## src/hdl/rarmt_pkg.sv

```systemverilog
// rarmt_pkg: shared types, codes and helpers of the range-assign / range-extreme tree
// used by the controller, the datapath and the top level; depends on nothing

package rarmt_pkg;

	localparam int IN_W   = 11;
	localparam int DATA_W = 32;

	// node content after reset
	localparam logic signed [DATA_W-1:0] INT_MAX = 32'sh7fff_ffff;

	// configuration register indexes
	typedef enum logic {
		CFG_MAX_MODE    = 1'b0,
		CFG_EMPTY_VALUE = 1'b1
	} cfg_idx_t;

	// request opcodes
	typedef enum logic {
		OP_ASSIGN = 1'b0,
		OP_QUERY  = 1'b1
	} opcode_t;

	// one tree node as stored in memory
	typedef struct packed {
		logic                     pending;
		logic signed [DATA_W-1:0] tag;
		logic signed [DATA_W-1:0] node;
	} node_word_t;

	localparam int WORD_W = $bits(node_word_t);

	// memory read address select
	typedef enum logic [1:0] {
		RD_CUR = 2'd0,
		RD_C1  = 2'd1,
		RD_C2  = 2'd2,
		RD_COV = 2'd3
	} rd_sel_t;

	// memory write select
	typedef enum logic [2:0] {
		WR_NONE   = 3'd0,
		WR_CLEAR  = 3'd1,
		WR_C1     = 3'd2,
		WR_C2     = 3'd3,
		WR_PAR    = 3'd4,
		WR_ASSIGN = 3'd5,
		WR_FIX    = 3'd6
	} wr_sel_t;

	// level counter operation
	typedef enum logic [2:0] {
		SH_HOLD = 3'd0,
		SH_TOP  = 3'd1,
		SH_ONE  = 3'd2,
		SH_DEC  = 3'd3,
		SH_INC  = 3'd4
	} sh_op_t;

	// cover walk operation
	typedef enum logic [1:0] {
		COV_HOLD  = 2'd0,
		COV_INIT  = 2'd1,
		COV_ADV   = 2'd2,
		COV_SHIFT = 2'd3
	} cov_op_t;

	// controller states
	typedef enum logic [3:0] {
		S_CLEAR = 4'd0,
		S_IDLE  = 4'd1,
		S_CHECK = 4'd2,
		S_PSEL  = 4'd3,
		S_PWAIT = 4'd4,
		S_PC1   = 4'd5,
		S_PC2   = 4'd6,
		S_PP    = 4'd7,
		S_PNEXT = 4'd8,
		S_COV   = 4'd9,
		S_CMRG  = 4'd10,
		S_FIX   = 4'd11,
		S_FR2   = 4'd12,
		S_FW    = 4'd13,
		S_FNEXT = 4'd14,
		S_DONE  = 4'd15
	} state_t;

	// controller to datapath
	typedef struct packed {
		logic    load;
		logic    cap_par;
		logic    cap_c1;
		logic    acc_init;
		logic    acc_merge;
		logic    out_load;
		logic    sel_set;
		logic    sel_clr;
		sh_op_t  sh_op;
		cov_op_t cov_op;
		rd_sel_t rd;
		wr_sel_t wr;
	} cmd_t;

	// datapath to controller
	typedef struct packed {
		logic clr_last;
		logic empty_rng;
		logic query;
		logic node_act;
		logic pending;
		logic sel;
		logic sh_one;
		logic sh_top;
		logic cov_done;
		logic cov_act;
		logic out_busy;
	} status_t;

	// merge of two values by minimum or maximum
	function automatic logic signed [DATA_W-1:0] pick(
		input logic                     mx,
		input logic signed [DATA_W-1:0] a,
		input logic signed [DATA_W-1:0] b
	);
		if (mx) begin
			return (a > b) ? a : b;
		end
		return (a < b) ? a : b;
	endfunction

endpackage

```

## src/hdl/rarmt_ctrl.sv

```systemverilog
// rarmt_ctrl: controller state machine sequencing clear sweep, push-down, cover and fix-up
// uses rarmt_pkg

module rarmt_ctrl import rarmt_pkg::*; (
	input  logic    clk,
	input  logic    arst_n,
	input  logic    in_valid,
	output logic    in_stall,
	input  status_t sts,
	output cmd_t    cmd
);

	state_t state_q, state_d;

	// state register
	always_ff @(posedge clk or negedge arst_n) begin
		if (!arst_n) begin
			state_q <= S_CLEAR;
		end else begin
			state_q <= state_d;
		end
	end

	// next state and commands
	always_comb begin
		state_d  = state_q;
		cmd      = '0;
		in_stall = 1'b1;
		unique case (state_q)
			S_CLEAR: begin
				cmd.wr = WR_CLEAR;
				if (sts.clr_last) begin
					state_d = S_IDLE;
				end
			end
			S_IDLE: begin
				in_stall = 1'b0;
				if (in_valid) begin
					cmd.load = 1'b1;
					state_d  = S_CHECK;
				end
			end
			S_CHECK: begin
				cmd.acc_init = 1'b1;
				cmd.sh_op    = SH_TOP;
				cmd.sel_clr  = 1'b1;
				if (sts.empty_rng) begin
					state_d = sts.query ? S_DONE : S_IDLE;
				end else begin
					state_d = S_PSEL;
				end
			end
			// push pending tags down the boundary paths, root first
			S_PSEL: begin
				if (sts.node_act) begin
					cmd.rd  = RD_CUR;
					state_d = S_PWAIT;
				end else begin
					state_d = S_PNEXT;
				end
			end
			S_PWAIT: begin
				cmd.cap_par = 1'b1;
				state_d     = sts.pending ? S_PC1 : S_PNEXT;
			end
			S_PC1: begin
				cmd.wr  = WR_C1;
				state_d = S_PC2;
			end
			S_PC2: begin
				cmd.wr  = WR_C2;
				state_d = S_PP;
			end
			S_PP: begin
				cmd.wr  = WR_PAR;
				state_d = S_PNEXT;
			end
			S_PNEXT: begin
				if (!sts.sel) begin
					cmd.sel_set = 1'b1;
					state_d     = S_PSEL;
				end else begin
					cmd.sel_clr = 1'b1;
					if (sts.sh_one) begin
						cmd.cov_op = COV_INIT;
						state_d    = S_COV;
					end else begin
						cmd.sh_op = SH_DEC;
						state_d   = S_PSEL;
					end
				end
			end
			// assign or read the maximal covered nodes
			S_COV: begin
				if (sts.cov_done) begin
					if (sts.query) begin
						state_d = S_DONE;
					end else begin
						cmd.sh_op   = SH_ONE;
						cmd.sel_clr = 1'b1;
						state_d     = S_FIX;
					end
				end else if (sts.cov_act) begin
					cmd.cov_op = COV_ADV;
					if (sts.query) begin
						cmd.rd  = RD_COV;
						state_d = S_CMRG;
					end else begin
						cmd.wr = WR_ASSIGN;
					end
				end else begin
					cmd.cov_op = COV_SHIFT;
				end
			end
			S_CMRG: begin
				cmd.acc_merge = 1'b1;
				state_d       = S_COV;
			end
			// recompute partly covered nodes, deepest level first
			S_FIX: begin
				if (sts.node_act) begin
					cmd.rd  = RD_C1;
					state_d = S_FR2;
				end else begin
					state_d = S_FNEXT;
				end
			end
			S_FR2: begin
				cmd.rd     = RD_C2;
				cmd.cap_c1 = 1'b1;
				state_d    = S_FW;
			end
			S_FW: begin
				cmd.wr  = WR_FIX;
				state_d = S_FNEXT;
			end
			S_FNEXT: begin
				if (!sts.sel) begin
					cmd.sel_set = 1'b1;
					state_d     = S_FIX;
				end else begin
					cmd.sel_clr = 1'b1;
					if (sts.sh_top) begin
						state_d = S_IDLE;
					end else begin
						cmd.sh_op = SH_INC;
						state_d   = S_FIX;
					end
				end
			end
			S_DONE: begin
				if (!sts.out_busy) begin
					cmd.out_load = 1'b1;
					state_d      = S_IDLE;
				end
			end
		endcase
	end

endmodule

```

## config.mk

```make
export PLATFORM = sky130hd
export DESIGN_NAME = rarmt_ctrl
export DESIGN_NICKNAME = d
export VERILOG_FILES = /design/src/hdl/rarmt_pkg.sv /design/src/hdl/rarmt_ctrl.sv
export SDC_FILE = /design/constraint.sdc
export NUM_CORES = 1
export LEC_CHECK = 0
export BUFFER_PORTS_ARGS = -buffer_cell sky130_fd_sc_hd__buf_2
export CAP_MARGIN = 0
export CORE_MARGIN = 2
export CORE_UTILIZATION = 35
export CTS_CLUSTER_DIAMETER = 100
export CTS_CLUSTER_SIZE = 28
export DETAILED_ROUTE_END_ITERATION = 8
export PLACE_DENSITY = 0.66
export SYNTH_ARGS = -nofsm -noshare
export SYNTH_HDL_FRONTEND = slang
export SYNTH_SLANG_ARGS = --single-unit
```

## constraint.sdc

```tcl
create_clock -name clk -period 1.6 [get_ports clk]
set_input_delay 0.32 -clock clk [delete_from_list [all_inputs] [get_ports clk]]
set_output_delay 0.32 -clock clk [all_outputs]
set_load 0.1 [all_outputs]
```

==> flow_metrics.env, run 1 <==
export IMPL_cts_max_path_buffers=2
export IMPL_gp_congestion=0.855
export IMPL_synth_main_ff_cell="dfrtp_1"
export IMPL_status="did not finish"
export IMPL_placed_area_um2=1530
export IMPL_numClockSinks=4
export IMPL_synthTopCellsByCount="nand2_1 (12), nor2_1 (8), nand2b_1 (6), nand3_1 (5), nor3b_1 (5)"
export IMPL_syn_area_um2=667
export IMPL_ys_seq_area_share_pct=15.0
export IMPL_initial_core_util_pct=37.8
export IMPL_synth_most_common_cell="nand2_1"
export IMPL_die_w_um=47.7
export IMPL_synthArstFlopShare_pct=100
export IMPL_ctsHoldBuffers=1
export IMPL_die_height_um=47.7
export IMPL_rows=15
export IMPL_cts_post_setup_buffers_inserted=12
export IMPL_yosys_warnings=0
export IMPL_io_pins=33
export IMPL_lastStage="clock tree synthesis"
export IMPL_yosysUniqueCellTypes=43
export IMPL_hpwlAfterDp_um=2260
export IMPL_cts_buffers=3
export IMPL_cts_max_level=1
export IMPL_synth_seq_cells=4
export IMPL_synthTopCellsByArea="dfrtp_1 (15%), nand2_1 (6.8%), nand2b_1 (5.6%)"
export IMPL_clockRootBuffer="clkbuf_4"
export IMPL_syn_inst=98
export IMPL_synth_top_area_cell="dfrtp_1"
export IMPL_synth_top_cell_area_share_pct=15.0
export IMPL_avgSynthCellArea_um2=6.81
export IMPL_tool_error="[ERROR DPL-0033] detailed placement checks failed during check placement."
export IMPL_port_buffer_count=32
export IMPL_cts_repair_resized=22
export IMPL_synth_edf_count=0
export IMPL_syn_nets=112
export IMPL_place_ws_ns=-0.224
-- per-stage QoR --
| stage | cells | setup TNS, ns | util [%] |
|---|---|---|---|
| after floorplan | 98 | -4.76 | - |
| after global placement | 170 | -1.41 | 86.5 |
| after detailed placement | 170 | -1.72 | 86.5 |
-- kinds of logic after synthesis --
family | after synthesis | share of synthesized area [%]
AND/OR/NAND/NOR | 54 | 46.2
buffers and inverters | 11 | 8.07
AO/OA/AOI/OAI | 27 | 28.1
flip-flops | 4 | 15.0
XOR/XNOR | 2 | 2.63
==> inputs of run 2 (changes only) <==
- CORE_AREA: not set -> 2 2 63 65
- CORE_MARGIN: 2 -> not set
- CORE_UTILIZATION: 35 -> not set
- CTS_CLUSTER_DIAMETER: 100 -> not set
- CTS_CLUSTER_SIZE: 28 -> not set
- DIE_AREA: not set -> 0 0 65 67
- PLACE_DENSITY: 0.66 -> not set
- PLACE_DENSITY_LB_ADDON: not set -> 0.15
- clock period: 1.6 -> 2.08 ns (I/O delays scaled with it)
==> run 2 against run 1 <==
  * The flow now finishes, with violations (negative hold slack)
  * Area after synthesis is the same
  * Synthesized cell count is the same
==> flow_metrics.env, run 2 <==
export IMPL_synthTopCellsByArea="dfrtp_1 (15%), nand2_1 (6.8%), nand2b_1 (5.6%)"
export IMPL_fmax_ghz=0.483
export IMPL_gp_congestion=0.893
export IMPL_io_pins=33
export IMPL_cp_arrival_ns=1.66
export IMPL_start_kind="flop"
export IMPL_initial_core_util_pct=18.5
export IMPL_yosysUniqueCellTypes=43
export IMPL_post_route_drc_count=0
export IMPL_cts_buffers=3
export IMPL_finalCritPeriodShare_pct=99.6
export IMPL_layout_commonest_cell="buf_12"
export IMPL_detailedRoute_firstPassIterationCount=4
export IMPL_syn_area_um2=667
export IMPL_cp_max_fo=3
export IMPL_crit_path_max_incr_delay_ns=0.53
export IMPL_antenna_left=0
export IMPL_insertion_delay_ns=0.22
export IMPL_nets=157
export IMPL_final_cell_mix="buf_12 (19), buf_2 (13), buf_4 (11), nand2_1 (9), nor2_1 (7)"
export IMPL_synth_top_cell_area_share_pct=15.0
export IMPL_syn_inst=98
export IMPL_path_clk_slew_ns=0.03
export IMPL_critical_path_class="flop to output pin"
export IMPL_rsz0062_at_grt="true"
export IMPL_wl_um=2680
export IMPL_grt_use_total_pct=13.0
export IMPL_drv_cap=0
export IMPL_hold_viol_final=1
export IMPL_drt_iter0_drc=41
export IMPL_fillers=362
export IMPL_clockRootBuffer="clkbuf_8"
export IMPL_path_cells="or2_1 > or4b_4 > nand2b_4 > buf_12"
export IMPL_fin_skew_ns=0.000309
export IMPL_grt_pass1_vias=923
export IMPL_die_height_um=67
export IMPL_hold_slack_ns=-0.0000600
export IMPL_cp_required_ns=1.66
export IMPL_critPathTopFamily="simple AND/OR/NAND/NOR gates"
export IMPL_cts_tree="done"
export IMPL_worst_slew_margin_rel_pct=79.8
export IMPL_n_antenna_cell=0
export IMPL_syn_nets=112
export IMPL_synth_top_area_cell="dfrtp_1"
export IMPL_port_buffer_count=32
export IMPL_vias=909
export IMPL_die_area_um2=4360
export IMPL_hp_class="input pin to asynchronous set/reset pin"
export IMPL_crit_cells=4
export IMPL_cp_num_buf_inv=1
export IMPL_finalMaxSlewViolations=0
export IMPL_cts_max_level=1
export IMPL_rows=22
export IMPL_largest_reg_flops=4
export IMPL_antenna_found_initial=0
export IMPL_reg_top3="state_q x4"
export IMPL_die_w_um=65
export IMPL_critPathSlowestCell="or4b_4"
export IMPL_drive_gt1_share_pct=50.4
export IMPL_synthArstFlopShare_pct=100
export IMPL_finalSetupViolCount=0
export IMPL_synth_main_ff_cell="dfrtp_1"
export IMPL_rr_worst_depth=6
export IMPL_cts_max_path_buffers=2
export IMPL_status="complete, but fails checks"
export IMPL_synthTopCellsByCount="nand2_1 (12), nor2_1 (8), nand2b_1 (6), nand3_1 (5), nor3b_1 (5)"
export IMPL_area_growth_pct=120
export IMPL_numClockSinks=4
export IMPL_ctsHoldBuffers=0
export IMPL_fin_util_pct=40.7
export IMPL_worstMarginPinSlew_ns=0.300
export IMPL_end_kind="output pin"
export IMPL_synth_seq_cells=4
export IMPL_yosys_warnings=0
export IMPL_core_area_um2=3610
export IMPL_regMostFlops="state_q"
export IMPL_ys_seq_area_share_pct=15.0
export IMPL_grt_pass1_wl_um=4370
export IMPL_min_period_ns=2.07
export IMPL_grt_overflow_total=0
export IMPL_synth_edf_count=0
export IMPL_avgRoutedWirePerCell_um=14.2
export IMPL_avgViaCountPerCell=4.81
export IMPL_violations="negative hold slack"
export IMPL_grt_max_degree=18
export IMPL_avgSynthCellArea_um2=6.81
export IMPL_hpwlAfterDp_um=2110
export IMPL_synth_most_common_cell="nand2_1"
## run 2: worst paths after layout
path,from,endpoint,slack (ns)
worst max register to register,state_q[1],state_q[3],0.34
worst min register to register,state_q[3],state_q[3],0.69
max in group asynchronous,arst_n,state_q[0],1.96
worst min-delay path,arst_n,state_q[2],-0.00006
worst max-delay path,state_q[1],cmd[7],0.009
min in group clk,sts[10],state_q[0],0.46
## run 2: worst reg2reg max path, stage by stage, from the launching register on
cell and delay, ns:
dfrtp_1 0.40, buf_6 0.14, buf_4 0.16, and2b_1 0.18, a221o_1 0.31, a222oi_1 0.32
o2bb2ai_1 0.10
## run 2: layer usage
layer	track usage (%)	part of all wire (%)	wire length, um	vias to the layer above
met3	2.03	5.1	136	2
li1	-	-	-	454
met4	4.79	0.63	17	0
met2	21.6	49	1320	29
met5	0	0	0	-
met1	16.8	45	1210	424
## run 2: kinds of logic after synthesis
family                 after synthesis  synth area share [%]
AND/OR/NAND/NOR                     54                  46.2
AO/OA/AOI/OAI                       27                  28.1
buffers and inverters               11                  8.07
flip-flops                           4                  15.0
XOR/XNOR                             2                  2.63
## run 2: through the flow
stage	hold slack, ns	setup slack [ns]	std cells	setup TNS, ns	area, um^2
floorplan	0.120	-0.383	98	-1.90	813
global placement	0.231	0.142	181	0	1360
detailed placement	0.231	0.0980	181	0	1360
CTS	0.000399	0.000251	186	0	1430
global route	0.00566	-0.0529	189	-0.240	1470
finish	-0.0000600	0.00865	189	0	1470
## run 2: timing repair
| item | CTS | global route |
|---|---|---|
| endpoints found under the setup margin | 9 | 10 |
| gates resized for setup | 5 | 3 |
| pin swaps | 3 | 4 |
| setup buffers | 2 | 3 |
## run 2: layout make-up
class	count	area, um^2	share of cell area [%]
inverter	3	11.3	0.768
multi-input combinational	83	669	45.6
tap	48	60.1	4.10
sequential	4	100	6.83
timing repair buffer	48	584	39.8
clock buffer	3	41.3	2.82
Power of run 2 is left out: the tool's default activity adds up to more than one toggle a clock period on the data nets, which glitch-free logic cannot reach.
